[src/sv/bca_pkg.sv]
// bca_pkg: shared types and constants for the bloom counter array.
// Field widths, op and status codes, config register indexes, ALU result struct.
// No dependencies.
package bca_pkg;

  localparam int OP_W      = 3;
  localparam int IDX_W     = 13;
  localparam int AMT_W     = 8;
  localparam int WM_W      = 2;
  localparam int ITEMS_W   = 14;
  localparam int CFG_IDX_W = 1;
  localparam int CFG_DAT_W = 14;
  localparam int ST_W      = 2;

  localparam logic [3:0] NIB_MAX  = 4'd15;
  // byte add flags a sum at or above the 8-bit max
  localparam logic [8:0] BYTE_TOP = 9'd255;
  localparam logic [WM_W-1:0] WM_NIBBLE = 2'd2;

  typedef enum logic [OP_W-1:0] {
    OP_SET  = 3'd0,
    OP_TEST = 3'd1,
    OP_NINC = 3'd2,
    OP_NDEC = 3'd3,
    OP_BADD = 3'd4,
    OP_BSUB = 3'd5
  } op_t;

  typedef enum logic [ST_W-1:0] {
    ST_OK    = 2'd0,
    ST_RANGE = 2'd1,
    ST_OVF   = 2'd2,
    ST_MODE  = 2'd3
  } status_t;

  typedef enum logic [CFG_IDX_W-1:0] {
    CFG_WIDTH_MODE = 1'b0,
    CFG_ITEMS      = 1'b1
  } cfg_idx_t;

  typedef struct packed {
    logic       answer;
    status_t    status;
    logic       we;
    logic [7:0] wdata;
  } alu_res_t;

endpackage

[src/sv/bca_alu.sv]
// bca_alu: modify step of the read-modify-write on one cell byte.
// Depends on bca_pkg (op/status codes, alu_res_t).
module bca_alu (
  input  logic [bca_pkg::OP_W-1:0]  op,
  input  logic [2:0]                sel,      // bit number; sel[0] picks nibble
  input  logic [bca_pkg::AMT_W-1:0] amount,
  input  logic [7:0]                data,
  input  bca_pkg::status_t          pre_st,   // mode / range verdict from issue
  output bca_pkg::alu_res_t         res
);

  logic [3:0] nib;
  logic [3:0] nib_inc;
  logic [3:0] nib_dec;
  logic [8:0] sum;
  logic [7:0] bit_mask;

  always_comb begin
    nib      = sel[0] ? data[7:4] : data[3:0];
    nib_inc  = nib + 4'd1;
    nib_dec  = nib - 4'd1;
    sum      = {1'b0, data} + {1'b0, amount};
    bit_mask = 8'd1 << sel;
  end

  always_comb begin
    res.answer = 1'b0;
    res.status = pre_st;
    res.we     = 1'b0;
    res.wdata  = data;
    if (pre_st == bca_pkg::ST_OK) begin
      unique case (bca_pkg::op_t'(op))
        bca_pkg::OP_SET: begin
          res.wdata  = data | bit_mask;
          res.we     = 1'b1;
          res.answer = 1'b1;
        end
        bca_pkg::OP_TEST: begin
          res.answer = |(data & bit_mask);
        end
        bca_pkg::OP_NINC: begin
          if (nib == bca_pkg::NIB_MAX) begin
            res.status = bca_pkg::ST_OVF;
          end else begin
            res.wdata  = sel[0] ? {nib_inc, data[3:0]} : {data[7:4], nib_inc};
            res.we     = 1'b1;
            res.answer = 1'b1;
          end
        end
        bca_pkg::OP_NDEC: begin
          if (nib != 4'd0) begin
            res.wdata  = sel[0] ? {nib_dec, data[3:0]} : {data[7:4], nib_dec};
            res.we     = 1'b1;
            res.answer = 1'b1;
          end
        end
        bca_pkg::OP_BADD: begin
          if (sum >= bca_pkg::BYTE_TOP) begin
            res.status = bca_pkg::ST_OVF;
          end
          res.wdata  = sum[7:0];
          res.we     = 1'b1;
          res.answer = 1'b1;
        end
        bca_pkg::OP_BSUB: begin
          if (data != 8'd0 && data >= amount) begin
            res.wdata  = data - amount;
            res.we     = 1'b1;
            res.answer = 1'b1;
          end
        end
        default: begin
          res.answer = 1'b0;  // unused op codes: no effect
        end
      endcase
    end
  end

endmodule
[config.mk]
export PLATFORM = sky130hd
export DESIGN_NAME = bca_alu
export DESIGN_NICKNAME = d
export VERILOG_FILES = /design/src/sv/bca_pkg.sv /design/src/sv/bca_alu.sv
export SDC_FILE = /design/constraint.sdc
export NUM_CORES = 1
export LEC_CHECK = 0
export ABC_AREA = 0
export BUFFER_PORTS_ARGS = -buffer_cell sky130_fd_sc_hd__buf_2
export CAP_MARGIN = 20
export CORE_ASPECT_RATIO = 1.25
export CORE_MARGIN = 5
export CORE_UTILIZATION = 45
export DETAILED_ROUTE_END_ITERATION = 8
export PLACE_DENSITY = 0.64
export SLEW_MARGIN = 15
export SYNTH_ARGS = -nofsm -noshare
export SYNTH_HDL_FRONTEND = slang
export SYNTH_SLANG_ARGS = --single-unit
[constraint.sdc]
create_clock -name vclk -period 7.8
set_clock_uncertainty 0.05 [all_clocks]
set_input_delay 0.78 -clock vclk [all_inputs]
set_output_delay 0.78 -clock vclk [all_outputs]
set_load 0.1 [all_outputs]
-- After elaboration in Yosys (flattened, before gate mapping)
Index checks and enable logic that the tools add are counted.
- reductions and logical operators: 7
- shifts and indexed selects: 1
- divide/modulo/power cells: 0
- multiplexer cells: 15
- add/subtract/negate cells: 4
- bitwise logic cells: 2
- multiply operators: 0
- eq/ne operators: 6
- order comparisons: 2
- operators by type and width (cell ; count):
    $pmux W9 S5 ; 1
    $mux W9 ; 3
    $mux W8 ; 2
    $mux W12 ; 1
    $add A8 B8 Y9 ; 1
    $ge A9 B8 Y1 const B ; 1
    $and A8 B8 Y8 ; 1
    $ge A8 B8 Y1 ; 1
    $or A8 B8 Y8 ; 1
    $reduce_bool A8 Y1 ; 1
    $reduce_or A8 Y1 ; 1
    $shl A1 B3 Y8 const A ; 1
    $sub A8 B8 Y8 ; 1
    $eq A3 B2 Y1 const B ; 2
    $eq A3 B3 Y1 const B ; 2
    $pmux W1 S5 ; 1
    $add A4 B1 Y4 const B ; 1
    $eq A4 B4 Y1 const B ; 1
    $mux W2 ; 2
    $mux W4 ; 1
    $pmux W2 S2 ; 1
    $reduce_bool A4 Y1 ; 1
    $sub A4 B1 Y4 const B ; 1
    $eq A3 B1 Y1 const B ; 1
    5 further kinds ; 7
- bits of input ports: 24
- register bits after elaboration: 0
- latch bits: 0
- memory bits (writable): 0
- bits in read-only memories: 0
- memories: 0

-- Depth between registers and ports, before layout
Gate-level depths: netlist of run 1.
- word-level depth: 6
- gate-level depth with buffers: 13
- depth with buffers taken out: 10

-- Worst setup path before layout of run 1
OpenSTA, ideal clock, no wires.
- kind: input to output
- start: input sel[0]
- end: output res[11] in the netlist's numbering
- arrival time: 3.985 ns
- setup slack: 2.985 ns
- cell stages on the path: 11
- cell sequence: buf_2 -> buf_2 -> clkbuf_8 -> nand2_1 -> a21boi_0 -> inv_1 -> ha_1 -> o21ai_0 -> a22oi_1 -> a31oi_2 -> a31o_1
- RTL lines (what ; line ; RTL):
    from (decl) ; bca_alu.sv:5 ; input logic [2:0] sel,
    to (decl) ; bca_alu.sv:9 ; output bca_pkg::alu_res_t res

==> results of run 1 <==
-- final timing paths --
kind,depth (start not counted),startpoint,to
max,12,sel[0],res[5]
min,2,pre_st[0],res[9]
-- worst max-delay path: stages --
cell	delay [ns]
buf_2	0.41
inv_1	0.25
a21boi_0	0.29
inv_1	0.08
ha_1	0.27
nand3_1	0.14
nand2_1	0.09
mux2i_1	0.18
o221ai_1	0.13
a211o_1	0.25
a221o_1	0.32
buf_2	0.30
-- cells by family (layout without fill, tap and decap cells) --
kind of cell	count (synthesis)	count (layout)	share of synthesized area
multiplexers	9	9	0.06165
adder cells (fa/ha/maj)	20	20	0.1376
XOR/XNOR	12	12	0.05451
buffers and inverters	44	58	0.1265
AND/OR/NAND/NOR	94	94	0.2829
AO/OA/AOI/OAI	84	84	0.3368
-- routing by layer --
| metal | wire, um | track usage |
|---|---|---|
| met1 | 2500 | 0.2729 |
| met2 | 2953 | 0.3519 |
| met3 | 341 | 0.01216 |
| met4 | 72 | 0.02893 |
| met5 | 0 | 0 |
-- cell type report --
type / instances / area, um2 / area share
timing repair buffer: 36 / 180.2 / 0.08933
tap: 56 / 70.07 / 0.03474
inverter: 22 / 82.58 / 0.04094
multi-input combinational: 219 / 1684 / 0.8350
-- placed cells by master (no fill, tap or decap), types with 9 or more instances in the layout --
master	count
xnor2_1	11
nand3_1	10
ha_1	18
inv_1	20
nor2_1	18
buf_2	36
a21oi_1	18
nor3_1	9
nand2_1	12
o21ai_0	9
-- through the flow --
stage          hold slack, ns  total power (W)  instance area, um2    util  setup WS, ns
4_1_cts                 1.926        0.0001656                2017  0.4882         3.571
2_1_floorplan           1.960        0.0001345                1928       -         2.985
5_1_grt                 1.946        0.0001796                2017  0.4882         3.247
3_5_place_dp            1.925        0.0001650                2017  0.4882         3.572
3_3_place_gp            1.932        0.0001657                2017  0.4882         3.538
6_report                1.926        0.0001664                2017  0.4882         3.478
-- power groups by stage --
stage	sequential [W]	clock (W)	combinational, W
final	0	0	0.000166
after global routing	0	0	0.000180
after CTS	0	0	0.000166
after detailed placement	0	0	0.000165
after global placement	0	0	0.000166
after floorplan	0	0	0.000135
==> results.cfg, run 1 <==
[outcome]
status = finished clean

[sta]
fin_crit_sh = 0.5541
fin_setup_tns_ns = 0
max_freq_mhz = 231.4
worst_pin_slew_ns = 0.4982
min_period_ns = 4.322
relSlewSlack = 0.6679
hold_violations = 0
setup_viol = 0
slew_viol_final = 0
rsz0062_at_grt = no

[power_and_ir_drop]
p_switching_w = 0.0001130
clkPwrFrac = 0
static-leakage-power_nw = 0.8383
seq_power_share = 0
ir_worst_vdd_v = 0.00004474
p_int_w = 0.00005346
pwr-share-comb = 1.000
swShare = 0.6788
p_per_area_nw_per_um2 = 82.51

[floorplanning]
rows = 26
dieArea_um2 = 5702
ios = 36
core_area_um2 = 4131
die_w_um = 68.55
start_util = 0.4667
die_h_um = 83.19

[final_layout]
syn2layout_area_growth_pct = 4.607
antennaDiodeCount = 0
num-fill-cells = 459
fin_cells = 333
seqCellArea_um2 = 0
clock_buffers = 0
drive_above_1_share = 0.2022
nNetsFinal = 323
design.seq.count = 0

[placement]
place_inst = 333
gp_congestion = 0.9883
io_buffers = 36
dp_hpwl_um = 4730

[grt]
antenna_found_initial = 0
grt_pass1_vias = 1925
grt_overflow = 0
grt_usage = 0.2031
grt_pass1_wl_um = 9397
grt_start_max_net_pins = 31

[logic_synthesis]
yosys_warnings = 0
synth_top_area_share = 0.1168
synth_nets = 307
syn_area_per_cell_um2 = 7.331
syn_inst = 263
syn-cell-area_um2 = 1928
yosysMostFrequentCell = inv_1
seq_area_frac_synth = 0
synth.area.top_cells = ha_1 12%, xnor2_1 5.0%, a21oi_1 4.7%, inv_1 3.9%, nor2_1 3.5%
yosysTopAreaCell = ha_1
ys_types = 76
ys_top_cells_by_count = 20 x inv_1, 18 x a21oi_1, 18 x ha_1, 18 x nor2_1, 12 x nand2_1

[cts]
ctsResizeCount = 0
hold_buffers = 0
post_cts_buffers = 0

[worst_hold_path]
min_path_type = in -> out

[setup_path]
crit_type = in -> out
worst-path-max-fanout = 30
worst_setup_path_start_kind = input port
end_kind = output pin
worstPathRequired_ns = 6.97
crit_arrival_ns = 3.49

[routing]
dr.pass1.iters = 4
post_drt_via_cell_ratio = 6.210
drt_iter0_drc = 219
wl_um = 5867
wl_per_cell_um = 17.62
drc_errors = 0
drtAntennaViolNets = 0
vias = 2068

[flow_run]
drv_cap = 0
No activity file was read; power rests on OpenSTA's default activity.
==> run 2: changes to the inputs <==
==> constraint.sdc (replaced) <==
create_clock -name vclk -period 4.2
set_clock_uncertainty 0.05 [all_clocks]
set_input_delay 0.42 -clock vclk [all_inputs]
set_output_delay 0.42 -clock vclk [all_outputs]
set_load 0.1 [all_outputs]
==> run 2 against run 1 <==
Critical path depth down 1. Final area up 0.74%. Utilization rose by 0.36 points. Critical endpoint is now res[10]. Via count rose by 5.5%. Non-clock buffer count grew 2. First-iteration DRC count rose by 71%. Largest power group unchanged. Clock-buffer cell count is the same. Total power is 88% higher. Critical path type unchanged.
==> results.cfg, run 2 (synthesis gave the netlist of run 1 again) <==
[routing]
drc_errors = 0
vias = 2182
wl_met3_um = 482
dr.pass1.iters = 5
met1Wirelength_um = 2529
wl_um = 6076
drtAntennaViolNets = 0
drt_iter0_drc = 374
top_layer = met4
post_drt_via_cell_ratio = 6.513
wl_per_cell_um = 18.14
wl_met2_um = 2887

[flow_run]
drv_cap = 0

[setup_path]
worst_path_most_repeated_cell = buf_2
worst-path-max-fanout = 9
path_buf_inv = 3
critPathSlowestCell = buf_2
cpPeakStageDelay_ns = 0.45
worstPathRequired_ns = 3.73
crit_path_cell_trace = buf_2 -> ha_1 -> inv_1 -> fa_1 -> or3_4 -> nand3_1 -> xnor2_1 -> a2111oi_4 -> a31oi_1 -> o211ai_1 -> buf_2
crit_family = buffers and inverters
crit_type = in -> out
end_kind = output pin
worst_setup_path_start_kind = input port
crit_arrival_ns = 3.04

[cts]
ctsResizeCount = 0
hold_buffers = 0
post_cts_buffers = 0

[sta]
fin_crit_sh = 0.8355
hold_violations = 0
worst_pin_slew_ns = 0.5322
min_period_ns = 3.509
rsz0062_at_grt = no
slew_viol_final = 0
setup_viol = 0
max_freq_mhz = 285.0
relSlewSlack = 0.6414
fin_setup_tns_ns = 0

[grt]
grt_pass1_wl_um = 9749
grt_start_max_net_pins = 24
grt_overflow = 0
antenna_found_initial = 0
grt_pass1_vias = 2013
grt_usage = 0.2106

[final_layout]
drive_above_1_share = 0.2079
stdcell_area_um2 = 2032
layout_commonest_cell = buf_2
multi_input_area_um2 = 1684
num-fill-cells = 469
nNetsFinal = 325
seqCellArea_um2 = 0
clock_buffers = 0
antennaDiodeCount = 0
syn2layout_area_growth_pct = 5.386
design.seq.count = 0
layout_common_cells = 36 x buf_2, 20 x inv_1, 18 x a21oi_1, 18 x nor2_1, 18 x ha_1

[floorplanning]
ios = 36
die_w_um = 68.55
rows = 26
dieArea_um2 = 5702
start_util = 0.4667
die_h_um = 83.19
core_area_um2 = 4131

[power_and_ir_drop]
ir_worst_vdd_v = 0.00008408
static-leakage-power_nw = 0.8479
p_per_area_nw_per_um2 = 153.9

[worst_hold_path]
min_path_cells = 2
min_path_type = in -> out
worstHoldStart = pre_st[0]
whs_endpoint = res[9]

[placement]
io_buffers = 36
placed_area_um2 = 2032
dp_hpwl_um = 4788
gp_congestion = 0.9351

[outcome]
status = finished clean
## run 2: changes by cell type in the layout (fill, tap and decap cells not counted)
cell   change
buf_4      +2
## run 2: worst max path at each step
| stage | slack, ns | cells past startpoint | from | to |
|---|---|---|---|---|
| final | 0.69 | 11 | data[0] | res[10] |
| after global routing | 0.54 | 11 | data[0] | res[10] |
| after CTS | 0.71 | 11 | data[0] | res[10] |
| after detailed placement | 0.73 | 11 | data[0] | res[10] |
| after global placement | 0.77 | 11 | data[0] | res[10] |
| after floorplan | 0.10 | 11 | sel[0] | res[11] |
## run 2: cell type report
cell class	instances	share of cell area
inverter	22	0.04064
multi-input combinational	219	0.8288
tap	56	0.03448
timing repair buffer	38	0.09606
## run 2: routing by layer
metal,vias to the layer above,GRT usage
li1,1026,-
met1,1013,0.2876
met2,125,0.3501
met3,18,0.01216
met4,0,0.05063
met5,-,0
## run 2: metrics by stage
| stage | power (W) | hold slack (ns) | utilization | cells | setup WS (ns) |
|---|---|---|---|---|---|
| 5_1_grt | 0.0003366 | 1.211 | 0.4918 | 335 | 0.5433 |
| 2_1_floorplan | 0.0002499 | 1.240 | - | 263 | 0.1049 |
| 6_report | 0.0003127 | 1.202 | 0.4918 | 335 | 0.6908 |
| 3_5_place_dp | 0.0003093 | 1.199 | 0.4918 | 335 | 0.7324 |
| 4_1_cts | 0.0003104 | 1.200 | 0.4918 | 335 | 0.7103 |
| 3_3_place_gp | 0.0003092 | 1.196 | 0.4918 | 335 | 0.7659 |
## run 2: power by group
group          total (W)  switching (W)  internal [W]
Combinational   0.000313       0.000212      0.000101
Sequential             0              0             0
Clock                  0              0             0
==> run 3: changes to the inputs <==
==> constraint.sdc (replaced) <==
create_clock -name vclk -period 3.35
set_clock_uncertainty 0.05 [all_clocks]
set_input_delay 0.335 -clock vclk [all_inputs]
set_output_delay 0.335 -clock vclk [all_outputs]
set_load 0.1 [all_outputs]
==> run 3 against run 2 <==
Flip-flop and latch count is the same. Die area unchanged. Critical path type unchanged. Final cell count increased by 2.7%. Largest power group unchanged.
==> results.cfg, run 3 (synthesis gave the netlist of run 1 again) <==
[flow_run]
drv_cap = 0

[final_layout]
antennaDiodeCount = 0
num-fill-cells = 438
layout_commonest_cell = buf_2
drive_above_1_share = 0.2604
clock_buffers = 0
multi_input_area_um2 = 1739
layout_common_cells = 32 x buf_2, 19 x inv_1, 18 x a21oi_1, 18 x nor2_1, 17 x ha_1
seqCellArea_um2 = 0
syn2layout_area_growth_pct = 14.86
design.seq.count = 0
nNetsFinal = 334

[grt]
grt_pass1_wl_um = 10320
grt_overflow = 0
grt_pass1_vias = 2107
antenna_found_initial = 0
grt_usage = 0.2239
grt_start_max_net_pins = 17

[routing]
wl_um = 6270
dr.pass1.iters = 4
wl_per_cell_um = 18.23
post_drt_via_cell_ratio = 6.360
drt_iter0_drc = 195
drtAntennaViolNets = 0
vias = 2188
drc_errors = 0

[floorplanning]
dieArea_um2 = 5702
die_h_um = 83.19
rows = 26
die_w_um = 68.55
core_area_um2 = 4131
start_util = 0.4667
ios = 36

[setup_path]
cpPeakStageDelay_ns = 0.41
worstPathRequired_ns = 2.96
crit_path_cell_trace = buf_2 -> inv_1 -> ha_1 -> inv_1 -> fa_1 -> a31o_1 -> a211oi_2 -> or3_1 -> o221ai_1 -> a22o_1 -> buf_2
end_kind = output pin
path_buf_inv = 4
crit_arrival_ns = 2.86
crit_type = in -> out
worst-path-max-fanout = 9
critPathSlowestCell = fa_1
worst_setup_path_start_kind = input port
crit_family = compound AO/OA/AOI/OAI gates

[sta]
max_freq_mhz = 308.0
fin_crit_sh = 0.9691
hold_violations = 0
worst_pin_slew_ns = 0.5066
hold_slack_ns = 1.029
slew_viol_final = 0
setup_viol = 0
min_period_ns = 3.247
relSlewSlack = 0.6591
rsz0062_at_grt = no

[placement]
io_buffers = 36
gp_congestion = 0.9358
dp_hpwl_um = 5088

[power_and_ir_drop]
p_per_area_nw_per_um2 = 193.0
static-leakage-power_nw = 0.9239
ir_worst_vdd_v = 0.0001049
total_power_w = 0.0004273

[cts]
ctsResizeCount = 0
post_cts_buffers = 0
hold_buffers = 0

[outcome]
status = finished clean

[worst_hold_path]
min_path_type = in -> out
run 3: where the power goes:
part           switching (W)  internal, W
Combinational       0.000277     0.000150
Clock                      0            0
Sequential                 0            0
Total               0.000277     0.000150
run 3: through the flow:
stage	setup TNS, ns	cell area [um2]	setup WS [ns]	utilization	std cells
global route	0	2215	0.01137	0.5360	344
CTS	0	2215	0.1054	0.5360	344
detailed placement	0	2215	0.1262	0.5360	344
floorplan	-0.4809	1983	-0.2707	-	263
finish	0	2215	0.1035	0.5360	344
global placement	0	2215	0.2089	0.5360	344
run 3: routing by layer:
metal	vias to the layer above	wire length (um)	GRT usage
met5	-	0	0
met4	0	121	0.04159
met3	12	392	0.006757
met2	99	3225	0.3953
met1	1031	2531	0.2935
li1	1046	-	-
run 3: layout make-up:
class,count,share of cell area
repair buffers,47,0.1458
multi-input cells,219,0.7853
inverters,22,0.03729
well taps,56,0.03164
run 3: path summary, 6_finish.rpt:
path	from	endpoint	cells after the start
hold / removal	pre_st[0]	res[9]	2
setup / recovery	data[0]	res[2]	11
